[src/ltdith_pkg.sv]
// Shared constants, types and build-time tables of the LED temporal dither block.
package ltdith_pkg;

   localparam int SLOTS        = 64;
   localparam int LEDS         = 4096;
   localparam int TABLE_CAP    = 254;
   localparam int GAMMA_TENTHS = 22;
   localparam int STORE_DEPTH  = 3 * LEDS;
   localparam int ADDR_W       = $clog2(STORE_DEPTH);

   localparam int COLOUR_W = 8;
   localparam int IDX_W    = 14;
   localparam int TONE_W   = 17;
   localparam int PROD_W   = TONE_W + 8;
   localparam int QUOT_W   = 23;
   localparam int FRAC_W   = 16;
   localparam int SLOT_W   = 7;
   localparam int SEND_W   = 8;
   localparam int WIDE_W   = 400;

   localparam logic [31:0] HASH_MUL_A = 32'h7feb352d;
   localparam logic [31:0] HASH_MUL_B = 32'h846ca68b;
   localparam logic [31:0] DIV_BY     = 32'd255;

   localparam logic [FRAC_W:0]  Q_ONE      = 17'd65536;
   localparam logic [FRAC_W:0]  HALF_FRAC  = 17'd32768;
   localparam logic [QUOT_W:0]  ROUND_HALF = 24'd32768;
   localparam logic [IDX_W-1:0] INDEX_LAST = IDX_W'(STORE_DEPTH - 1);

   localparam logic [7:0]        CAP_RESET    = 8'd254;
   localparam logic              DITHER_RESET = 1'b1;
   localparam logic [FRAC_W-1:0] THRESH_RESET = 16'd13107;

   typedef enum logic [1:0] {
      REG_CAP    = 2'd0,
      REG_DITHER = 2'd1,
      REG_THRESH = 2'd2
   } reg_index_type;

   typedef logic [TONE_W-1:0] tone_rom_type [256];
   typedef logic [SEND_W-1:0] send_rom_type [SLOTS + 1];

   // Wanted slots of one request, with its accumulator index.
   typedef struct packed {
      logic              zero;
      logic [IDX_W-1:0]  index;
      logic [QUOT_W-1:0] want;
   } want_type;

   typedef struct packed {
      logic              dither;
      logic [FRAC_W-1:0] thresh;
   } cfg_type;

   typedef struct packed {
      logic              en;
      logic [ADDR_W-1:0] addr;
      logic [FRAC_W-1:0] data;
   } frac_wr_type;

   // Largest Y with (Y/65536)^10 <= (v/255)^GAMMA_TENTHS, in wide integers.
   function automatic tone_rom_type build_tone();
      tone_rom_type     rom;
      logic [WIDE_W-1:0] den;
      logic [WIDE_W-1:0] rhs;
      logic [WIDE_W-1:0] lhs;
      int unsigned       lo;
      int unsigned       hi;
      int unsigned       mid;
      den = WIDE_W'(1);
      for (int k = 0; k < GAMMA_TENTHS; k++) begin
         den = den * WIDE_W'(255);
      end
      for (int v = 0; v < 256; v++) begin
         rhs = WIDE_W'(1) << 160;
         for (int k = 0; k < GAMMA_TENTHS; k++) begin
            rhs = rhs * WIDE_W'(v);
         end
         lo = 0;
         hi = 65536;
         while (lo < hi) begin
            mid = (lo + hi + 1) >> 1;
            lhs = WIDE_W'(1);
            for (int k = 0; k < 10; k++) begin
               lhs = lhs * WIDE_W'(mid);
            end
            lhs = lhs * den;
            if (lhs <= rhs) begin
               lo = mid;
            end else begin
               hi = mid - 1;
            end
         end
         rom[v] = TONE_W'(lo);
      end
      return rom;
   endfunction

   function automatic int slots_of(int unsigned tone);
      int unsigned byte_val;
      int unsigned n;
      byte_val = (tone * TABLE_CAP) >> 16;
      if (byte_val > 255) begin
         byte_val = 255;
      end
      n = (byte_val * SLOTS + 127) / 255;
      if (n > SLOTS) begin
         n = SLOTS;
      end
      return int'(n);
   endfunction

   function automatic send_rom_type build_send(tone_rom_type tone);
      send_rom_type rom;
      int           first [SLOTS + 1];
      int           last  [SLOTS + 1];
      int           n;
      for (int i = 0; i <= SLOTS; i++) begin
         first[i] = -1;
         last[i]  = -1;
      end
      for (int v = 0; v < 256; v++) begin
         n = slots_of(int'(tone[v]));
         if (first[n] < 0) begin
            first[n] = v;
         end
         last[n] = v;
      end
      for (int i = 0; i <= SLOTS; i++) begin
         if (first[i] >= 0) begin
            rom[i] = SEND_W'((first[i] + last[i]) / 2);
         end else if (i > 0) begin
            rom[i] = rom[i - 1];
         end else begin
            rom[i] = '0;
         end
      end
      rom[0] = '0;
      return rom;
   endfunction

   function automatic logic [SLOT_W-1:0] build_top(tone_rom_type tone);
      int top;
      int n;
      top = 0;
      for (int v = 0; v < 256; v++) begin
         n = slots_of(int'(tone[v]));
         if (n > top) begin
            top = n;
         end
      end
      return SLOT_W'(top);
   endfunction

   localparam tone_rom_type       TONE_ROM = build_tone();
   localparam send_rom_type       SEND_ROM = build_send(TONE_ROM);
   localparam logic [SLOT_W-1:0]  TOP_SLOT = build_top(TONE_ROM);

endpackage

[src/ltdith_decide.sv]
// Slot decision, accumulator update and output register.
module ltdith_decide import ltdith_pkg::*; (
   input  logic              clock,
   input  logic              reset,
   input  logic              in_valid,
   output logic              in_ready,
   input  want_type          in_want,
   input  logic [IDX_W-1:0]  next_index,
   input  cfg_type           cfg,
   output logic [ADDR_W-1:0] rd_addr,
   input  logic [FRAC_W-1:0] rd_data,
   output frac_wr_type       wr,
   output logic              out_valid,
   input  logic              out_ready,
   output logic [SEND_W-1:0] out_send,
   output logic [SLOT_W-1:0] out_slots
);

   logic              out_valid_ff;
   logic [SEND_W-1:0] send_ff;
   logic [SLOT_W-1:0] slots_ff;
   logic              byp_valid_ff;
   logic [FRAC_W-1:0] byp_data_ff;

   logic [FRAC_W:0]   lo_frac, hi_frac, frac_ext, acc_sum;
   logic [FRAC_W-1:0] acc_word;
   logic [SLOT_W-1:0] whole, count;
   logic [QUOT_W:0]   rounded;
   logic              in_range, acc_en;

   assign in_ready = !out_valid_ff || out_ready;
   assign rd_addr  = (next_index <= INDEX_LAST) ? ADDR_W'(next_index) : '0;
   // Take the word just written when the read hit the same entry.
   assign acc_word = byp_valid_ff ? byp_data_ff : rd_data;

   always_comb begin
      lo_frac  = ({1'b0, cfg.thresh} > HALF_FRAC) ? HALF_FRAC : {1'b0, cfg.thresh};
      hi_frac  = Q_ONE - lo_frac;
      frac_ext = {1'b0, in_want.want[FRAC_W-1:0]};
      whole    = in_want.want[QUOT_W-1:FRAC_W];
      rounded  = {1'b0, in_want.want} + ROUND_HALF;
      acc_sum  = {1'b0, acc_word} + frac_ext;
      in_range = (in_want.index <= INDEX_LAST);
      acc_en   = 1'b0;
      priority if (in_want.zero) begin
         count = '0;
      end else if (!cfg.dither) begin
         count = SLOT_W'(rounded >> FRAC_W);
      end else if (frac_ext > hi_frac) begin
         count = whole + 1'b1;
      end else if (frac_ext >= lo_frac && in_range) begin
         count  = whole + SLOT_W'(acc_sum[FRAC_W]);
         acc_en = 1'b1;
      end else begin
         count = whole;
      end
      if (count > TOP_SLOT) count = TOP_SLOT;
   end

   always_comb begin
      wr.en   = acc_en && in_valid && in_ready;
      wr.addr = ADDR_W'(in_want.index);
      wr.data = acc_sum[FRAC_W-1:0];
   end

   always_ff @(posedge clock) begin
      if (reset) begin
         out_valid_ff <= 1'b0;
         byp_valid_ff <= 1'b0;
      end else begin
         if (in_ready) out_valid_ff <= in_valid;
         byp_valid_ff <= wr.en && (wr.addr == rd_addr);
      end
   end

   always_ff @(posedge clock) begin
      byp_data_ff <= wr.data;
      if (in_ready) begin
         send_ff  <= SEND_ROM[count];
         slots_ff <= count;
      end
   end

   assign out_valid = out_valid_ff;
   assign out_send  = send_ff;
   assign out_slots = slots_ff;

endmodule

[config.mk]
export PLATFORM = sky130hd
export DESIGN_NAME = ltdith_decide
export DESIGN_NICKNAME = d
export VERILOG_FILES = /design/src/ltdith_pkg.sv /design/src/ltdith_decide.sv
export SDC_FILE = /design/constraint.sdc
export NUM_CORES = 1
export LEC_CHECK = 0
export ABC_AREA = 1
export BUFFER_PORTS_ARGS = -buffer_cell sky130_fd_sc_hd__buf_2
export CORE_ASPECT_RATIO = 1.1
export CORE_MARGIN = 8
export CORE_UTILIZATION = 48
export DETAILED_ROUTE_END_ITERATION = 10
export HOLD_SLACK_MARGIN = 0.06
export PLACE_DENSITY = 0.79
export SYNTH_ARGS = -nofsm -noshare
export SYNTH_HDL_FRONTEND = slang
export SYNTH_SLANG_ARGS = --single-unit
[constraint.sdc]
create_clock -name clock -period 5.3 [get_ports clock]
set_input_delay 0.53 -clock clock [delete_from_list [all_inputs] [get_ports clock]]
set_output_delay 0.53 -clock clock [all_outputs]
set_load 0.005 [all_outputs]
### Word-level counts from Yosys, hierarchy flattened

Memory sizes are Yosys's and may differ from the RTL's. A register that Yosys moved wholly into a read port is not among the register bits.
Cells that the tools add are included.

* add/sub/neg operators: 5
* order comparisons: 6
* eq/ne operators: 1
* mux-type cells: 12
* bitwise gates (word level): 1
* reduce and logical (&&, ||, !) cells: 6

Operators by type and width (count)
* 7-bit two-way mux: 5
* 16-bit two-way mux: 2
* 14-bit <= comparator (second input constant): 2
* 23-bit by 16-bit adder with 23-bit output (second input constant): 1
* 16-bit by 16-bit adder with 17-bit output: 1
* 16-bit by 17-bit > comparator with 1-bit output: 1
* 17-bit by 16-bit subtractor with 17-bit output (first input constant): 1
* 16-bit greater-or-equal comparator: 1
* 16-bit > comparator (second input constant): 1
* 14-bit equality test: 1
* 14-bit two-way mux: 1
* 7-bit inverter with 8-bit output: 1
* 7-bit by 1-bit adder with 7-bit output: 1
* 7-bit by 1-bit adder with 7-bit output (second input constant): 1
* 7-bit > comparator (second input constant): 1
* 1-bit logical AND: 4
* 1-bit two-way mux: 4
* 1-bit logical NOT: 1
* 1-bit logical OR: 1

* register bits: 25
* ROM bits: 1024
* input bits: 89
* output and inout bits: 62
* memories kept: 1

Memories
* (no name shown): depth 128, width 8, read ports 1, clocked after Yosys merged registers in 1, wr ports 0, line ltdith_decide.sv:79 `send_ff <= SEND_ROM[count];`

### Longest topological paths before layout

* depth in word-level cells: 11
* depth in mapped cells: 43
* gate-level depth less buffers: 41

### Worst setup path before layout

OpenSTA, ideal clock, no wires.

* kind: register -> register
* start point: register byp_valid_ff
* end point: register send_ff[3] (netlist: out_send[3]), data pin
* library setup time: 0.259 ns
* data arrival time: 5.160 ns
* path slack: -0.119 ns
* cell stages (with the launch flop): 38
* buffers on the path: 3
* period minus slack after synthesis: 5.419 ns
* cells stage by stage: dfxtp_1 > clkbuf_1 > clkbuf_1 > o21ai_0 > fa_1 > nand3b_1 > and2_1 > o221ai_1 > a21oi_1 > o21bai_1 > a21oi_1 > o21ai_0 > a21o_1 > a21oi_1 > o21ai_0 > a21o_1 > ha_1 > ha_1 > [2 not listed] > nand2_1 > o21ai_0 > nand2_1 > nand2_1 > nand2_1 > nand2_1 > nand2_1 > inv_2 > nand2_4 > nand2_8 > nand2_4 > buf_6 > ha_1 > o22ai_1 > nand2_1 > nand2_1 > nor2_1 > nand3_1

* word-level cells in the longest chain between the ends: 10

Ends and longest elaborated chain
* start, declared: line ltdith_decide.sv:22 `logic byp_valid_ff;`
* start signal, assigned: line ltdith_decide.sv:72 `byp_valid_ff <= wr.en && (wr.addr == rd_addr);`
* 16-bit two-way mux *: line ltdith_decide.sv:34 `assign acc_word = byp_valid_ff ? byp_data_ff : rd_data;`
* 16-bit by 16-bit adder with 17-bit output *: line ltdith_decide.sv:42 `acc_sum = {1'b0, acc_word} + frac_ext;`
* 7-bit by 1-bit adder with 7-bit output *: line ltdith_decide.sv:52 `count = whole + SLOT_W'(acc_sum[FRAC_W]);`
* 7-bit two-way mux *: line ltdith_decide.sv:51 `end else if (frac_ext >= lo_frac && in_range) begin`
* 7-bit two-way mux *: line ltdith_decide.sv:49 `end else if (frac_ext > hi_frac) begin`
* 7-bit two-way mux *: line ltdith_decide.sv:47 `end else if (!cfg.dither) begin`
* 7-bit two-way mux *: line ltdith_decide.sv:45 `priority if (in_want.zero) begin`
* 7-bit > comparator: line ltdith_decide.sv:57 `if (count > TOP_SLOT) count = TOP_SLOT;`
* 7-bit two-way mux *: line ltdith_decide.sv:57
* 7-bit inverter with 8-bit output (implied by the code) *: line ltdith_decide.sv:79
* end, declared: line ltdith_decide.sv:20 `logic [SEND_W-1:0] send_ff;`

Mark *: on every way between the ends. The rest lies on a longest branch, timed or not.
A chain may end at the register's enable or synchronous reset.

### Worst setup path in the final report

Ends and elaborated chain as after synthesis.

==> flow_summary_export.csv <==
group,metric,value,unit
run_status,status,"finished clean",
setup_path,path_common_cell,"nand2_1",
final_layout,postLayoutCellArea,5893,um^2
power_and_ir_drop,vdd_drop_max,83.47,uV
setup_path,slowest_stage,"dfxtp_4",
yosys,yosysTopAreaCell,"ha_1",
power_and_ir_drop,p_leak,3.313,nW
place,io_buffer_count,150,
timing,fin_crit_sh,93.17,%
detailed_routing,totalWireLength,14710,um
yosys,postSynthCellCount,704,
detailed_routing,vias,5114,
detailed_routing,wl_per_cell,14.84,um
yosys,ys_warn_count,0,
final_layout,num-fill-cells,961,
power_and_ir_drop,power_density,188.5,nW/um^2
global_routing,antenna_found_initial,0,
place,dp.cells,982,
setup_path,reg2reg_setup_slack,0.36,ns
yosys,synth_top_area_share,17.00,%
cts,cts_tree,"built",
timing,slew_headroom,46.91,%
timing,setup_viol,0,
yosys,avgSynthCellArea,6.691,um^2
floorplan,ioPinCount,151,
cts,cts_root_buf,"clkbuf_8",
cts,insertion_delay,0.30,ns
yosys,ys_ff_latch,33,
setup_path,cp.required,5.34,ns
floorplan,dieArea,13240,um^2
setup_path,worstSetupEndpointType,"flip-flop",
detailed_routing,drt-initial-drc-count,220,
global_routing,track_usage,21.00,%
place,gp_congestion,0.9545,
floorplan,rows,38,
setup_path,arrival,4.98,ns
yosys,syn_area,4711,um^2
cts,cts-buffers-inserted,5,
timing,slew_viol_final,0,
worst_hold_path,worstHoldEndpoint,"out_valid$_SDFFE_PP0P_",
floorplan,start_util,48.57,%
cts,clkTransAtPathRegs,0.09,ns
cts,hold_buffers,0,
yosys,synth_common_cells,"172 x nand2_1, 99 x inv_1, 64 x ha_1",
cts,htreeDepth,2,
worst_hold_path,min_path_cells,2,
worst_hold_path,hp-class,"in -> reg",
timing,fmax,0.2025,GHz
power_and_ir_drop,power,1.111,mW
job,cap_violations,0,
detailed_routing,antenna_left,0,
final_layout,ff_latch_area,814.5,um^2
final_layout,drive_gt1_share,28.70,%
floorplan,die_x,110.5,um
place,dpl.hpwl,12410,um
yosys,yosysSeqAreaShare,17.21,%
global_routing,overflow,0,
worst_hold_path,hold_start,"reset",
cts,cts_sinks,33,
floorplan,core_area,9699,um^2
detailed_routing,routed_via_density,5.160,
yosys,synth.most_common_cell,"nand2_1",
global_routing,grt_max_degree,19,
final_layout,layout.cells.non_filler,991,
final_layout,syn2layout_area_growth,25.10,%
setup_path,critPathLaunchType,"flip-flop",
setup_path,timing.rr.end,"out_send[3]$_SDFFCE_PP1P_",
yosys,synth_area_leaders,"ha_1 17%, nand2_1 14%, edfxtp_1 9.6%",
global_routing,grt_pass1_vias,5124,
yosys,ys_async_sr_fraction,0,%
timing,hold_viol,0,
global_routing,grt_pass1_wl,23690,um
final_layout,diodes,0,
yosys,syn_nets,858,
setup_path,cp_max_fo,10,
timing,skew,0.01949,ns
setup_path,worst-r2r-cell-count,35,
cts,cts_buffer_depth,2,
setup_path,r2r_start,"byp_valid_ff$_SDFF_PP0_",
timing,tightestPinTransition,0.7944,ns
final_layout,fin_util,60.76,%
setup_path,worstSetupPathType,"reg -> reg",
setup_path,cpPeakStageDelay,0.39,ns
place,placed_cell_area,5702,um^2
detailed_routing,drcViolationCount,0,
yosys,synth_top_flop_cell,"dfxtp_1",
final_layout,fin_nets,1024,
yosys,synth_edf_count,15,
timing,layout_min_cycle_time,4.938,ns
final_layout,multi_input_area,3427,um^2
floorplan,die-height,119.9,um
detailed_routing,firstDrtPassIters,5,
yosys,synth.distinct_cells,44,
-- cell families (layout without fill, tap and decap cells) --
logic type,Yosys count,count (layout),share of synthesized area [%]
compound gates,94,94,11.26
xor+xnor,41,41,7.623
fa+ha+maj,65,65,17.42
buf+inv,133,300,12.06
flops,33,33,17.21
mux,15,15,3.586
simple gates,323,323,30.84
-- worst max path at each step --
stage | startpoint | end
2_1_floorplan | byp_valid_ff$_SDFF_PP0_ | out_send[3]$_SDFFCE_PP1P_
3_3_place_gp | rd_data[0] | out_send[1]$_SDFFCE_PP1P_
3_5_place_dp | rd_data[0] | out_send[3]$_SDFFCE_PP1P_
4_1_cts | byp_valid_ff$_SDFF_PP0_ | out_send[3]$_SDFFCE_PP1P_
5_1_grt | byp_valid_ff$_SDFF_PP0_ | out_send[3]$_SDFFCE_PP1P_
6_report | byp_valid_ff$_SDFF_PP0_ | out_send[3]$_SDFFCE_PP1P_
-- cell usage in the layout, fill, tap and decap left out, types with 2 or more instances in the layout --
cell type / instances
mux2_2: 15
nor3_1: 9
buf_2: 150
ha_1: 60
edfxtp_1: 15
nand2_2: 8
a21oi_2: 3
nand2_4: 8
and3_1: 2
o211ai_1: 3
inv_1: 99
o41ai_1: 2
dfxtp_1: 17
clkbuf_8: 5
nand2_1: 171
nand4_1: 15
inv_2: 11
clkinv_1: 2
a21o_1: 3
nor4_1: 4
nand3b_1: 4
o22ai_1: 2
nor2_1: 55
a21oi_1: 37
nor2_2: 2
o21ai_1: 9
nand3_1: 39
xnor2_1: 8
o21bai_1: 3
o21ai_0: 26
nor2_4: 2
ha_4: 4
xor2_1: 33
buf_4: 30
-- repair_timing --
item / CTS / global route
setup buffers: 0 / 1
setup endpoints to repair: 0 / 9
resized for setup: 0 / 22
-- registers in the layout, summed over array words and instances (netlist names) --
register      flops
byp_valid_ff      1
out_send          8
out_valid         1
out_slots         7
byp_data_ff      16
-- stage by stage --
| stage | hold WS [ns] | TNS (ns) | setup WS, ns |
|---|---|---|---|
| 2_1_floorplan | 0.5822 | 0 | 0.01704 |
| 3_3_place_gp | 0.5712 | 0 | 0.01250 |
| 3_5_place_dp | 0.5795 | -0.02144 | -0.01580 |
| 4_1_cts | 0.3830 | 0 | 0.04624 |
| 5_1_grt | 0.3995 | -0.01436 | -0.01436 |
| 6_report | 0.3831 | 0 | 0.3618 |
-- final cells by class --
type	count	share of cell area, %
clock buffers	5	1.168
clock inverters	3	0.2123
inverters	110	7.006
multi-input cells	538	58.15
flip-flops and latches	33	13.82
well taps	120	2.548
repair buffers	182	17.09
-- layer usage --
metal	wire, um	vias to the layer above	GRT usage [%]
li1	-	2625	-
met1	6170	2277	24.19
met2	7275	190	37.73
met3	987	22	4.541
met4	272	0	6.678
met5	0	-	0
-- critical path, delay by kind of cell (launching register included) --
kind	cells	cell delay, ns
AOI/OAI and AO/OA	12	1.52
xor gates and xnor gates	1	0.14
adders and majority gates	3	0.76
buffers and inverters	3	0.35
DFF	1	0.39
muxes	1	0.34
and+or+nand+nor	15	1.18
-- where the power goes --
group | internal, mW | leakage, nW | switching, mW
Combinational | 0.243 | 2.96 | 0.338
Sequential | 0.317 | 0.311 | 0.0101
Clock | 0.0889 | 0.0430 | 0.114
No activity file was read; power rests on OpenSTA's default activity.
